[src/fte_pkg.sv]
package fte_pkg;

    localparam int SAMPLE_BITS   = 10;
    localparam int TIME_BITS     = 24;
    localparam int LEN_BITS      = 16;
    localparam int RATIO_BITS    = 17;
    localparam int CFG_IDX_BITS  = 2;
    localparam int CFG_DATA_BITS = 24;
    localparam int Q_DEPTH       = 2;
    localparam int Q_PTR_BITS    = (Q_DEPTH > 1) ? $clog2(Q_DEPTH) : 1;
    localparam int Q_CNT_BITS    = $clog2(Q_DEPTH + 1);

    localparam logic [TIME_BITS-1:0]   J_START_RST = TIME_BITS'(2000);
    localparam logic [TIME_BITS-1:0]   I_START_RST = TIME_BITS'(30000);
    localparam logic [LEN_BITS-1:0]    WIN_LEN_RST = LEN_BITS'(1000);
    localparam logic [SAMPLE_BITS-1:0] SAT_RST     = SAMPLE_BITS'(1023);

    typedef enum logic [CFG_IDX_BITS-1:0] {
        CFG_J_START   = 2'd0,
        CFG_I_START   = 2'd1,
        CFG_WIN_LEN   = 2'd2,
        CFG_SAT_LEVEL = 2'd3
    } cfg_idx_t;

    typedef struct packed {
        logic [SAMPLE_BITS-1:0] sample;
        logic [TIME_BITS-1:0]   time_us;
        logic                   last_sample;
    } fte_in_t;

    typedef struct packed {
        logic [SAMPLE_BITS-1:0] fo_level;
        logic [SAMPLE_BITS-1:0] fj_level;
        logic [TIME_BITS-1:0]   fj_time_us;
        logic [SAMPLE_BITS-1:0] fi_level;
        logic [TIME_BITS-1:0]   fi_time_us;
        logic [SAMPLE_BITS-1:0] fm_level;
        logic [TIME_BITS-1:0]   fm_time_us;
        logic [SAMPLE_BITS-1:0] fv_level;
        logic [RATIO_BITS-1:0]  yield_ratio;
        logic                   fj_found;
        logic                   fi_found;
        logic                   saturated;
    } fte_out_t;

    typedef struct packed {
        logic [TIME_BITS-1:0]   j_start;
        logic [TIME_BITS-1:0]   i_start;
        logic [LEN_BITS-1:0]    win_len;
        logic [SAMPLE_BITS-1:0] sat_level;
    } fte_cfg_t;

    typedef struct packed {
        logic [SAMPLE_BITS-1:0] fo_level;
        logic [SAMPLE_BITS-1:0] fj_level;
        logic [TIME_BITS-1:0]   fj_time_us;
        logic [SAMPLE_BITS-1:0] fi_level;
        logic [TIME_BITS-1:0]   fi_time_us;
        logic [SAMPLE_BITS-1:0] fm_level;
        logic [TIME_BITS-1:0]   fm_time_us;
        logic                   fj_found;
        logic                   fi_found;
        logic                   saturated;
    } fte_rec_t;

    typedef struct packed {
        logic     valid;
        fte_rec_t rec;
    } fte_push_t;

endpackage

[src/fte_front.sv]
module fte_front (
    input  logic             aclk,
    input  logic             aresetn,
    input  fte_pkg::fte_cfg_t cfg,
    input  logic             s_valid,
    output logic             s_ready,
    input  fte_pkg::fte_in_t s_data,
    input  logic             q_full,
    output fte_pkg::fte_push_t push
);
    import fte_pkg::*;

    logic                   run_start_reg, run_start_next;
    logic [SAMPLE_BITS-1:0] first_reg, first_next;
    logic [SAMPLE_BITS-1:0] peak_reg, peak_next;
    logic [TIME_BITS-1:0]   peak_time_reg, peak_time_next;
    logic [SAMPLE_BITS-1:0] j_level_reg, j_level_next;
    logic [TIME_BITS-1:0]   j_time_reg, j_time_next;
    logic                   j_seen_reg, j_seen_next;
    logic [SAMPLE_BITS-1:0] i_level_reg, i_level_next;
    logic [TIME_BITS-1:0]   i_time_reg, i_time_next;
    logic                   i_seen_reg, i_seen_next;

    logic                   accept;
    logic                   j_hit;
    logic                   i_hit;
    logic [SAMPLE_BITS-1:0] upd_first;
    logic [SAMPLE_BITS-1:0] upd_peak;
    logic [TIME_BITS-1:0]   upd_peak_time;
    logic [SAMPLE_BITS-1:0] upd_j_level;
    logic [TIME_BITS-1:0]   upd_j_time;
    logic [SAMPLE_BITS-1:0] upd_i_level;
    logic [TIME_BITS-1:0]   upd_i_time;

    function automatic logic in_win(input logic [TIME_BITS-1:0] t,
                                    input logic [TIME_BITS-1:0] start,
                                    input logic [LEN_BITS-1:0]  len);
        logic [TIME_BITS:0] win_end;
        win_end = {1'b0, start} + {{(TIME_BITS+1-LEN_BITS){1'b0}}, len};
        return (t >= start) && ({1'b0, t} < win_end);
    endfunction

    assign s_ready = !q_full;
    assign accept  = s_valid && s_ready;

    assign j_hit = !j_seen_reg && in_win(s_data.time_us, cfg.j_start, cfg.win_len);
    assign i_hit = !i_seen_reg && in_win(s_data.time_us, cfg.i_start, cfg.win_len);

    always_comb begin
        upd_first     = first_reg;
        upd_peak      = peak_reg;
        upd_peak_time = peak_time_reg;
        if (run_start_reg) begin
            upd_first     = s_data.sample;
            upd_peak      = s_data.sample;
            upd_peak_time = s_data.time_us;
        end else if (s_data.sample > peak_reg) begin
            upd_peak      = s_data.sample;
            upd_peak_time = s_data.time_us;
        end
        upd_j_level = j_hit ? s_data.sample  : j_level_reg;
        upd_j_time  = j_hit ? s_data.time_us : j_time_reg;
        upd_i_level = i_hit ? s_data.sample  : i_level_reg;
        upd_i_time  = i_hit ? s_data.time_us : i_time_reg;
    end

    always_comb begin
        push.valid           = accept && s_data.last_sample;
        push.rec.fo_level    = upd_first;
        push.rec.fj_level    = upd_j_level;
        push.rec.fj_time_us  = upd_j_time;
        push.rec.fi_level    = upd_i_level;
        push.rec.fi_time_us  = upd_i_time;
        push.rec.fm_level    = upd_peak;
        push.rec.fm_time_us  = upd_peak_time;
        push.rec.fj_found    = j_seen_reg || j_hit;
        push.rec.fi_found    = i_seen_reg || i_hit;
        push.rec.saturated   = (upd_peak == cfg.sat_level);
    end

    always_comb begin
        run_start_next = run_start_reg;
        first_next     = first_reg;
        peak_next      = peak_reg;
        peak_time_next = peak_time_reg;
        j_level_next   = j_level_reg;
        j_time_next    = j_time_reg;
        j_seen_next    = j_seen_reg;
        i_level_next   = i_level_reg;
        i_time_next    = i_time_reg;
        i_seen_next    = i_seen_reg;
        if (accept) begin
            if (s_data.last_sample) begin
                run_start_next = 1'b1;
                first_next     = '0;
                peak_next      = '0;
                peak_time_next = '0;
                j_level_next   = '0;
                j_time_next    = '0;
                j_seen_next    = 1'b0;
                i_level_next   = '0;
                i_time_next    = '0;
                i_seen_next    = 1'b0;
            end else begin
                run_start_next = 1'b0;
                first_next     = upd_first;
                peak_next      = upd_peak;
                peak_time_next = upd_peak_time;
                j_level_next   = upd_j_level;
                j_time_next    = upd_j_time;
                j_seen_next    = j_seen_reg || j_hit;
                i_level_next   = upd_i_level;
                i_time_next    = upd_i_time;
                i_seen_next    = i_seen_reg || i_hit;
            end
        end
    end

    always_ff @(posedge aclk) begin
        if (!aresetn) begin
            run_start_reg <= 1'b1;
            first_reg     <= '0;
            peak_reg      <= '0;
            peak_time_reg <= '0;
            j_level_reg   <= '0;
            j_time_reg    <= '0;
            j_seen_reg    <= 1'b0;
            i_level_reg   <= '0;
            i_time_reg    <= '0;
            i_seen_reg    <= 1'b0;
        end else begin
            run_start_reg <= run_start_next;
            first_reg     <= first_next;
            peak_reg      <= peak_next;
            peak_time_reg <= peak_time_next;
            j_level_reg   <= j_level_next;
            j_time_reg    <= j_time_next;
            j_seen_reg    <= j_seen_next;
            i_level_reg   <= i_level_next;
            i_time_reg    <= i_time_next;
            i_seen_reg    <= i_seen_next;
        end
    end

endmodule

[src/fte_queue.sv]
module fte_queue (
    input  logic               aclk,
    input  logic               aresetn,
    input  fte_pkg::fte_push_t push,
    output logic               full,
    output logic               pop_valid,
    output fte_pkg::fte_rec_t  pop_rec,
    input  logic               pop_ready
);
    import fte_pkg::*;

    fte_rec_t               slot_reg [Q_DEPTH];
    logic [Q_PTR_BITS-1:0]  wr_ptr_reg, wr_ptr_next;
    logic [Q_PTR_BITS-1:0]  rd_ptr_reg, rd_ptr_next;
    logic [Q_CNT_BITS-1:0]  count_reg, count_next;
    logic                   do_push;
    logic                   do_pop;

    localparam logic [Q_CNT_BITS-1:0] DEPTH_CNT = Q_CNT_BITS'(Q_DEPTH);
    localparam logic [Q_PTR_BITS-1:0] LAST_PTR  = Q_PTR_BITS'(Q_DEPTH - 1);

    assign full      = (count_reg == DEPTH_CNT);
    assign pop_valid = (count_reg != '0);
    assign pop_rec   = slot_reg[rd_ptr_reg];
    assign do_push   = push.valid && !full;
    assign do_pop    = pop_valid && pop_ready;

    always_comb begin
        wr_ptr_next = wr_ptr_reg;
        rd_ptr_next = rd_ptr_reg;
        count_next  = count_reg;
        if (do_push) begin
            wr_ptr_next = (wr_ptr_reg == LAST_PTR) ? '0 : wr_ptr_reg + 1'b1;
        end
        if (do_pop) begin
            rd_ptr_next = (rd_ptr_reg == LAST_PTR) ? '0 : rd_ptr_reg + 1'b1;
        end
        case ({do_push, do_pop})
            2'b10:   count_next = count_reg + 1'b1;
            2'b01:   count_next = count_reg - 1'b1;
            default: count_next = count_reg;
        endcase
    end

    always_ff @(posedge aclk) begin
        if (do_push) begin
            slot_reg[wr_ptr_reg] <= push.rec;
        end
    end

    always_ff @(posedge aclk) begin
        if (!aresetn) begin
            wr_ptr_reg <= '0;
            rd_ptr_reg <= '0;
            count_reg  <= '0;
        end else begin
            wr_ptr_reg <= wr_ptr_next;
            rd_ptr_reg <= rd_ptr_next;
            count_reg  <= count_next;
        end
    end

endmodule

[src/fte_back.sv]
module fte_back (
    input  logic              aclk,
    input  logic              aresetn,
    input  logic              pop_valid,
    input  fte_pkg::fte_rec_t pop_rec,
    output logic              pop_ready,
    output logic              m_valid,
    input  logic              m_ready,
    output fte_pkg::fte_out_t m_data
);
    import fte_pkg::*;

    localparam int CNT_BITS = $clog2(RATIO_BITS + 1);
    localparam logic [CNT_BITS-1:0] CNT_START = CNT_BITS'(RATIO_BITS);
    localparam logic [CNT_BITS-1:0] CNT_ONE   = CNT_BITS'(1);

    typedef enum logic [2:0] {
        BK_IDLE = 3'b001,
        BK_DIV  = 3'b010,
        BK_OUT  = 3'b100
    } bk_state_t;

    bk_state_t              state_reg, state_next;
    fte_rec_t               rec_reg, rec_next;
    logic [SAMPLE_BITS-1:0] fv_reg, fv_next;
    logic [SAMPLE_BITS:0]   rem_reg, rem_next;
    logic [RATIO_BITS-1:0]  quo_reg, quo_next;
    logic [CNT_BITS-1:0]    cnt_reg, cnt_next;

    logic [SAMPLE_BITS:0]   shifted;
    logic [SAMPLE_BITS:0]   divisor;
    logic                   q_bit;
    logic                   zero_ratio;

    assign pop_ready = (state_reg == BK_IDLE);
    assign m_valid   = (state_reg == BK_OUT);

    // restoring division, one quotient bit per cycle, no shift on the first step
    assign divisor = {1'b0, rec_reg.fm_level};
    assign shifted = (cnt_reg == CNT_START) ? rem_reg : {rem_reg[SAMPLE_BITS-1:0], 1'b0};
    assign q_bit   = (shifted >= divisor);

    always_comb begin
        state_next = state_reg;
        rec_next   = rec_reg;
        fv_next    = fv_reg;
        rem_next   = rem_reg;
        quo_next   = quo_reg;
        cnt_next   = cnt_reg;
        case (state_reg)
            BK_IDLE: begin
                if (pop_valid) begin
                    rec_next   = pop_rec;
                    fv_next    = pop_rec.fm_level - pop_rec.fo_level;
                    rem_next   = {1'b0, pop_rec.fm_level - pop_rec.fo_level};
                    quo_next   = '0;
                    cnt_next   = CNT_START;
                    state_next = BK_DIV;
                end
            end
            BK_DIV: begin
                rem_next = q_bit ? shifted - divisor : shifted;
                quo_next = {quo_reg[RATIO_BITS-2:0], q_bit};
                cnt_next = cnt_reg - 1'b1;
                if (cnt_reg == CNT_ONE) begin
                    state_next = BK_OUT;
                end
            end
            BK_OUT: begin
                if (m_ready) begin
                    state_next = BK_IDLE;
                end
            end
            default: begin
                state_next = BK_IDLE;
            end
        endcase
    end

    assign zero_ratio = rec_reg.saturated || (rec_reg.fm_level == '0);

    always_comb begin
        m_data.fo_level    = rec_reg.saturated ? '0 : rec_reg.fo_level;
        m_data.fj_level    = rec_reg.fj_level;
        m_data.fj_time_us  = rec_reg.fj_time_us;
        m_data.fi_level    = rec_reg.fi_level;
        m_data.fi_time_us  = rec_reg.fi_time_us;
        m_data.fm_level    = rec_reg.fm_level;
        m_data.fm_time_us  = rec_reg.fm_time_us;
        m_data.fv_level    = rec_reg.saturated ? '0 : fv_reg;
        m_data.yield_ratio = zero_ratio ? '0 : quo_reg;
        m_data.fj_found    = rec_reg.fj_found;
        m_data.fi_found    = rec_reg.fi_found;
        m_data.saturated   = rec_reg.saturated;
    end

    always_ff @(posedge aclk) begin
        rec_reg <= rec_next;
        fv_reg  <= fv_next;
        rem_reg <= rem_next;
        quo_reg <= quo_next;
    end

    always_ff @(posedge aclk) begin
        if (!aresetn) begin
            state_reg <= BK_IDLE;
            cnt_reg   <= '0;
        end else begin
            state_reg <= state_next;
            cnt_reg   <= cnt_next;
        end
    end

endmodule

[src/fluorescence_transient_extractor.sv]
// samples: one transaction per cycle while the queue is not full, folded into the run state in the cycle it is taken
// result: m_valid rises after the last sample of a run is accepted, its record is registered in
//   the queue, taken by the idle sequencer and run through the one-bit-per-cycle ratio divider
// results: no new record is taken until the last result is accepted; a two-entry queue holds finished runs meanwhile
// reset: aresetn synchronous, active low; clears run state, queue and sequencer and
//   loads the default window and saturation registers
module fluorescence_transient_extractor (
    input  logic                                aclk,
    input  logic                                aresetn,
    input  logic                                s_valid,
    output logic                                s_ready,
    input  fte_pkg::fte_in_t                    s_data,
    output logic                                m_valid,
    input  logic                                m_ready,
    output fte_pkg::fte_out_t                   m_data,
    input  logic                                cfg_valid,
    output logic                                cfg_ready,
    input  logic [fte_pkg::CFG_IDX_BITS-1:0]    cfg_index,
    input  logic [fte_pkg::CFG_DATA_BITS-1:0]   cfg_data
);
    import fte_pkg::*;

    fte_cfg_t  cfg_reg, cfg_next;
    fte_push_t push;
    logic      q_full;
    logic      pop_valid;
    logic      pop_ready;
    fte_rec_t  pop_rec;

    assign cfg_ready = 1'b1;

    always_comb begin
        cfg_next = cfg_reg;
        if (cfg_valid) begin
            case (cfg_index)
                CFG_J_START:   cfg_next.j_start   = cfg_data[TIME_BITS-1:0];
                CFG_I_START:   cfg_next.i_start   = cfg_data[TIME_BITS-1:0];
                CFG_WIN_LEN:   cfg_next.win_len   = cfg_data[LEN_BITS-1:0];
                CFG_SAT_LEVEL: cfg_next.sat_level = cfg_data[SAMPLE_BITS-1:0];
                default:       cfg_next = cfg_reg;
            endcase
        end
    end

    always_ff @(posedge aclk) begin
        if (!aresetn) begin
            cfg_reg.j_start   <= J_START_RST;
            cfg_reg.i_start   <= I_START_RST;
            cfg_reg.win_len   <= WIN_LEN_RST;
            cfg_reg.sat_level <= SAT_RST;
        end else begin
            cfg_reg <= cfg_next;
        end
    end

    fte_front u_front (
        .aclk    (aclk),
        .aresetn (aresetn),
        .cfg     (cfg_reg),
        .s_valid (s_valid),
        .s_ready (s_ready),
        .s_data  (s_data),
        .q_full  (q_full),
        .push    (push)
    );

    fte_queue u_queue (
        .aclk      (aclk),
        .aresetn   (aresetn),
        .push      (push),
        .full      (q_full),
        .pop_valid (pop_valid),
        .pop_rec   (pop_rec),
        .pop_ready (pop_ready)
    );

    fte_back u_back (
        .aclk      (aclk),
        .aresetn   (aresetn),
        .pop_valid (pop_valid),
        .pop_rec   (pop_rec),
        .pop_ready (pop_ready),
        .m_valid   (m_valid),
        .m_ready   (m_ready),
        .m_data    (m_data)
    );

endmodule
[config.mk]
export PLATFORM = sky130hd
export DESIGN_NAME = fluorescence_transient_extractor
export DESIGN_NICKNAME = d
export VERILOG_FILES = /design/src/fte_pkg.sv /design/src/fte_front.sv /design/src/fte_queue.sv /design/src/fte_back.sv /design/src/fluorescence_transient_extractor.sv
export SDC_FILE = /design/constraint.sdc
export NUM_CORES = 1
export LEC_CHECK = 0
export ABC_AREA = 1
export BUFFER_PORTS_ARGS = -buffer_cell sky130_fd_sc_hd__buf_2
export CORE_MARGIN = 10
export CORE_UTILIZATION = 35
export CTS_CLUSTER_DIAMETER = 60
export DETAILED_ROUTE_END_ITERATION = 16
export GPL_ROUTABILITY_DRIVEN = 1
export PLACE_DENSITY = 0.56
export SLEW_MARGIN = 20
export SYNTH_ARGS = -nofsm -noshare
export SYNTH_HDL_FRONTEND = slang
export SYNTH_SLANG_ARGS = --single-unit
[constraint.sdc]
create_clock -name aclk -period 25.6 [get_ports aclk]
set_input_delay 1.28 -clock aclk [delete_from_list [all_inputs] [get_ports aclk]]
set_output_delay 1.28 -clock aclk [all_outputs]
set_load 0.02 [all_outputs]
==> results.toml, run 1 <==
[outcome]
status = "finished clean"

[clock_network]
hold_buffers = 0
numCtsBuffers = 70
cts_tree = "yes"
clk_path_buf_depth = 3
ctsResizeCount = 0
insertion_delay_ns = 0.63
cts_sinks = 585
htree_levels = 3
clk_pin_slew_ns = 0.06
post_cts.repair.setup_buffers = 0
clock-root-buffer = "clkbuf_16"

[final_layout]
diodes = 0
drive_gt1_share_pct = 15.6
fin_area_sq_um = 32700
nNetsFinal = 3324
fillers = 8063
largest_reg_flops = 230
area_growth_pct = 12.2
utilization_pct = 39.8

[yosys]
synth.area.mux_share_pct = 4.09
synth-compound-area-share_pct = 8.33
syn_nets = 3245
synth_edf_count = 383
yosys.area_share.xor_xnor_pct = 1.77
synth_cells = 3017
synth.distinct_cells = 50
yosysTopAreaCellShare_pct = 39.4
seq_area_frac_synth_pct = 53.3
yosys.area_share.simple_pct = 16.5
yosys.area_share.adder_pct = 7.05
ys.flop_type = "edfxtp_1"
synth_most_common_cell = "nand2_1"
synthArstFlopShare_pct = 0
yosys_register_bits = 585
yosys_warnings = 0
syn-cell-area_sq_um = 29200
synth_top_family_by_area = "simple AND/OR/NAND/NOR gates"
yosysTopAreaCell = "edfxtp_1"
syn_area_per_cell_sq_um = 9.67
synth.top_cells.by_area = "edfxtp_1 39%, dfxtp_1 14%, nand2_1 7.0%"
ys_top_cells_by_count = "545 x nand2_1, 383 x edfxtp_1, 342 x inv_1"

[detailed_routing]
drt_iter0_drc = 1361
via_per_inst = 4.86
routed_wl_um = 79300
postRouteAntennaNets = 0
vias = 20500
first_pass_iters = 5
drc = 0
wl_per_cell_um = 18.8

[placed_design]
placed_area_sq_um = 30400
place_congestion = 0.871
numPortBuffers = 209
dpl.hpwl_um = 54700

[global_route]
overflow = 0
grt_pass1_wl_um = 120000
grt_usage_pct = 16.3
grt_pass1_vias = 19500
grt_antenna_before_repair = 6
grt_max_degree = 80

[floorplan]
die_h_um = 309
core_sq_um = 82400
io_pins = 211
die-area_sq_um = 95300
initial_core_util_pct = 35.4
die_width_um = 309
num_rows = 105

[worst_hold_path]
holdCritStartpoint = "u_queue.rd_ptr_reg"
hold_path.class = "reg -> reg"

[timing]
layout_min_cycle_time_ns = 4.59
tns_ns = 0
slew_headroom_pct = 27.2
hold_viol = 0
drv_slew = 0
clock.fmax_ghz = 0.218
finalCritPeriodShare_pct = 17.9
rsz0062_at_grt = "no"
setup_viol = 0
fin_worst_skew_ns = 0.0342
tightest_slew_ns = 1.09

[power_and_ir_drop]
power_frac_seq_pct = 39.9
power.density_nw_per_um2 = 104
power_frac_clock_pct = 29.1
swShare_pct = 35.6
netSwitchingPower_mw = 1.22
p_comb_share_pct = 31.1
max-vdd-ir-drop_mv = 0.0651
p_int_mw = 2.20
p_leak_nw = 13.4

[critical_path]
rr_startpoint = "cfg_reg[12]"
start_kind = "flop"
crit_type = "reg -> reg"
critPathMaxFanout = 36
critical_path_arrival_ns = 4.95
critPathLaunch = "cfg_reg[12]"
rrSetupSlack_ns = 21.01
cp-end-kind = "flop"
cp.required_ns = 25.96

[job]
max_cap_viol_count = 0
-- power by group through the flow --
stage / clock network (mW) / registers [mW] / logic (mW)
2_1_floorplan: 0 / 1.37 / 0.859
3_3_place_gp: 0 / 1.38 / 1.08
3_5_place_dp: 0 / 1.39 / 1.08
4_1_cts: 1.02 / 1.37 / 1.08
5_1_grt: 1.06 / 1.39 / 1.18
6_report: 0.993 / 1.36 / 1.06
-- critical path: stages (launching register included) --
cell and delay [ns]:
dfxtp_1 0.33, ha_1 0.36, a21oi_1 0.21, o21ai_0 0.10
a21oi_1 0.35, o21ai_0 0.26, a21oi_1 0.28, nor2_1 0.08
xor2_1 0.14, ha_1 0.27, nand3_1 0.09, nor3_1 0.30
nand3_4 0.51, nand4_4 0.66, nand2_1 0.14, and2_1 0.20
-- cell type report --
class | count | area (sq um) | share of cell area [%]
clock buffers | 94 | 1910 | 5.84
clock inverters | 33 | 393 | 1.20
inverters | 348 | 1310 | 4.00
multi-input cells | 1864 | 11100 | 33.8
flip-flops and latches | 585 | 15500 | 47.5
well taps | 1070 | 1340 | 4.09
repair buffers | 227 | 1180 | 3.61
-- per-layer routing --
layer | routed length (um) | up-vias | track usage [%]
met5 | 9 | - | 0
met4 | 1690 | 2 | 4.49
met3 | 4420 | 110 | 3.08
met2 | 36200 | 471 | 26.1
met1 | 37000 | 9689 | 22.2
li1 | - | 10200 | -
-- path summary, 6_finish.rpt --
path,endpoint,cells after the start
setup / recovery,u_queue.slot_reg[0][101],15
hold / removal,flop,1
hold reg to reg,flop,1
setup reg to reg,u_queue.slot_reg[0][101],15
-- per-stage QoR --
step | power, mW | hold WS (ns) | instances | setup slack, ns
after detailed placement | 2.46 | 0.432 | 4094 | 20.95
after CTS | 3.47 | 0.446 | 4221 | 21.00
after global routing | 3.62 | 0.476 | 4221 | 20.61
final | 3.42 | 0.451 | 4221 | 21.01
after global placement | 2.46 | 0.436 | 4094 | 20.95
after floorplan | 2.23 | 0.426 | 3017 | 16.90
-- cells by family (layout without fill, tap and decap cells) --
logic type / after synthesis / in the layout
buf+inv: 568 / 702
mux: 106 / 106
other cells: 1 / 1
fa+ha+maj: 162 / 162
compound gates: 456 / 456
flops: 585 / 585
simple gates: 1080 / 1080
xor+xnor: 59 / 59
-- cells in the final DEF, fill, tap and decap left out, drive strengths merged, types with 4 or more instances in the layout --
cell    count
a21o       11
a21oi     263
a22oi      10
a31oi       6
and2       71
buf       227
bufinv      5
clkbuf     94
clkinv     20
dfxtp     202
edfxtp    383
fa          4
ha        158
inv       354
mux2      105
nand2     576
nand3     133
nand4      76
nor2      197
nor3       14
nor4        6
o211ai     20
o21ai     131
xnor2      23
xor2       36
No activity file was read; power rests on OpenSTA's default activity.
==> run 2, diff against run 1 <==
==> constraint.sdc (replaced) <==
create_clock -name aclk -period 4.7 [get_ports aclk]
set_input_delay 0.235 -clock aclk [delete_from_list [all_inputs] [get_ports aclk]]
set_output_delay 0.235 -clock aclk [all_outputs]
set_load 0.02 [all_outputs]
==> results.toml, run 2 (synthesized netlist as in run 1, its figures left out) <==
[critical_path]
start_kind = "flop"
worst_path_most_repeated_cell = "nand2_1"
crit_chain = "ha_1 -> a21oi_1 -> o21ai_0 -> a21oi_1 -> o21ai_0 -> nand2_1 -> o211ai_1 -> nand2_1 -> xor2_1 -> ha_1 -> nand2_1 -> o21a_1 -> o21ai_0 -> nand2_2 -> nand2_1 -> inv_2 -> nand4_1 -> and2_1"
cp.required_ns = 5.06
crit_type = "reg -> reg"
cp-end-kind = "flop"
slowest_stage = "inv_2"
critical_path_arrival_ns = 4.55
critPathMaxFanout = 35
max_stage_delay_ns = 0.59

[timing]
clock.fmax_ghz = 0.239
hold_viol = 0
layout_min_cycle_time_ns = 4.19
tightest_slew_ns = 1.00
rsz0062_at_grt = "no"
worst_slack_ns = 0.511
setup_viol = 0
fin_worst_skew_ns = 0.0302
drv_slew = 0
finalCritPeriodShare_pct = 89.1
slew_headroom_pct = 33.3

[outcome]
status = "finished clean"

[final_layout]
multi_input_area_sq_um = 11100
area_growth_pct = 13.9
drive_gt1_share_pct = 15.8
largest_reg_flops = 230
stdcell_count = 4261
fillers = 8004
final_common_cell = "nand2_1"
utilization_pct = 40.4
nNetsFinal = 3359
register_area_sq_um = 15500
layout_common_cells = "543 x nand2_1, 383 x edfxtp_1, 341 x inv_1"
fin_area_sq_um = 33200

[clock_network]
clk_pin_slew_ns = 0.06
numCtsBuffers = 73
htree_levels = 3
ctsResizeCount = 0
insertion_delay_ns = 0.62
cts_sinks = 585
cts_tree = "yes"
clk_path_buf_depth = 3
clock-root-buffer = "clkbuf_16"

[floorplan]
core_sq_um = 82400
die_h_um = 309
num_rows = 105
die_width_um = 309
die-area_sq_um = 95300
initial_core_util_pct = 35.4
io_pins = 211

[power_and_ir_drop]
p_leak_nw = 13.6
netSwitchingPower_mw = 6.63
p_int_mw = 12.2
swShare_pct = 35.2
power_frac_seq_pct = 39.3
power.density_nw_per_um2 = 567
max-vdd-ir-drop_mv = 0.375
p_comb_share_pct = 30.6
power_frac_clock_pct = 30.0

[placed_design]
dpl.hpwl_um = 53800
place_ws_ns = 0.534
placed_area_sq_um = 30500
place_congestion = 0.883
dp_cells = 4099
numPortBuffers = 209

[detailed_routing]
drc = 0
drt_iter0_drc = 1408
wl_per_cell_um = 18.5
via_per_inst = 4.85
first_pass_iters = 6
vias = 20700
routed_wl_um = 79000
postRouteAntennaNets = 0

[global_route]
overflow = 0
grt_pass1_wl_um = 119000
grt_usage_pct = 16.1
grt_antenna_before_repair = 6
grt_max_degree = 106
grt_pass1_vias = 19600

[worst_hold_path]
hold_path.class = "in -> reg"

[job]
max_cap_viol_count = 0
-- run 2: cell types whose count changed in the layout (fill, tap and decap cells not counted), sizes merged --
| cell | change |
|---|---|
| clkinvlp | +1 |
| inv | -2 |
| dlygate4sd3 | +27 |
| diode | +2 |
| bufinv | +1 |
| buf | +5 |
| clkinv | +6 |
-- run 2: per-stage QoR --
step                power [mW]  TNS [ns]  hold WS, ns
finish                    18.9         0       0.0242
CTS                       19.2         0     0.000352
floorplan                 12.1   -379.83        0.361
detailed placement        13.4         0        0.436
global placement          13.4         0        0.429
global route              20.0         0       0.0302
-- run 2: routing by layer --
| metal | track usage [%] | vias to the layer above | share of wire, % |
|---|---|---|---|
| met1 | 22.2 | 9755 | 47 |
| li1 | - | 10300 | - |
| met2 | 25.7 | 487 | 46 |
| met4 | 5.12 | 0 | 2.5 |
| met3 | 2.40 | 104 | 5.1 |
| met5 | 0 | - | 0 |
-- run 2: area by class of cell --
class                           count  area share [%]
Clock inverter                     39            1.29
Inverter                          348            3.94
Clock buffer                       94            6.08
Sequential cell                   585            46.8
Tap cell                         1070            4.03
Timing Repair Buffer              259            4.59
Antenna cell                        2          0.0151
Multi-Input combinational cell   1864            33.3
-- run 2: what timing repair did --
item / CTS / global route
setup buffers: 0 / 0
hold buffers: 27 / 0
hold endpoints to repair: 68 / 0
-- run 2: critical path: cells and delay by family, from the launching register on --
family / cells / cell delay [ns]
AOI/OAI and AO/OA: 7 / 1.26
and+or+nand+nor: 7 / 0.96
adders and majority gates: 2 / 0.61
buffers and inverters: 1 / 0.59
DFF: 1 / 0.33
xor gates and xnor gates: 1 / 0.15
-- run 2: final timing paths --
| path | slack (ns) | end | start | cells after the start |
|---|---|---|---|---|
| worst max-delay path | 0.51 | u_queue.slot_reg[0][51] | cfg_reg[12] | 18 |
| worst min-delay path | 0.02 | cfg_reg[50] | cfg_index[0] | 4 |
| worst max register to register | 0.51 | u_queue.slot_reg[0][51] | cfg_reg[12] | 18 |
| worst min register to register | 0.45 | flop | u_queue.rd_ptr_reg | 1 |
-- run 2: power by group through the flow --
| stage | Clock (mW) | Sequential (mW) | Combinational [mW] |
|---|---|---|---|
| detailed placement | 0 | 7.54 | 5.86 |
| global placement | 0 | 7.54 | 5.83 |
| finish | 5.66 | 7.42 | 5.78 |
| global route | 6.02 | 7.53 | 6.44 |
| CTS | 5.80 | 7.45 | 5.91 |
| floorplan | 0 | 7.37 | 4.68 |
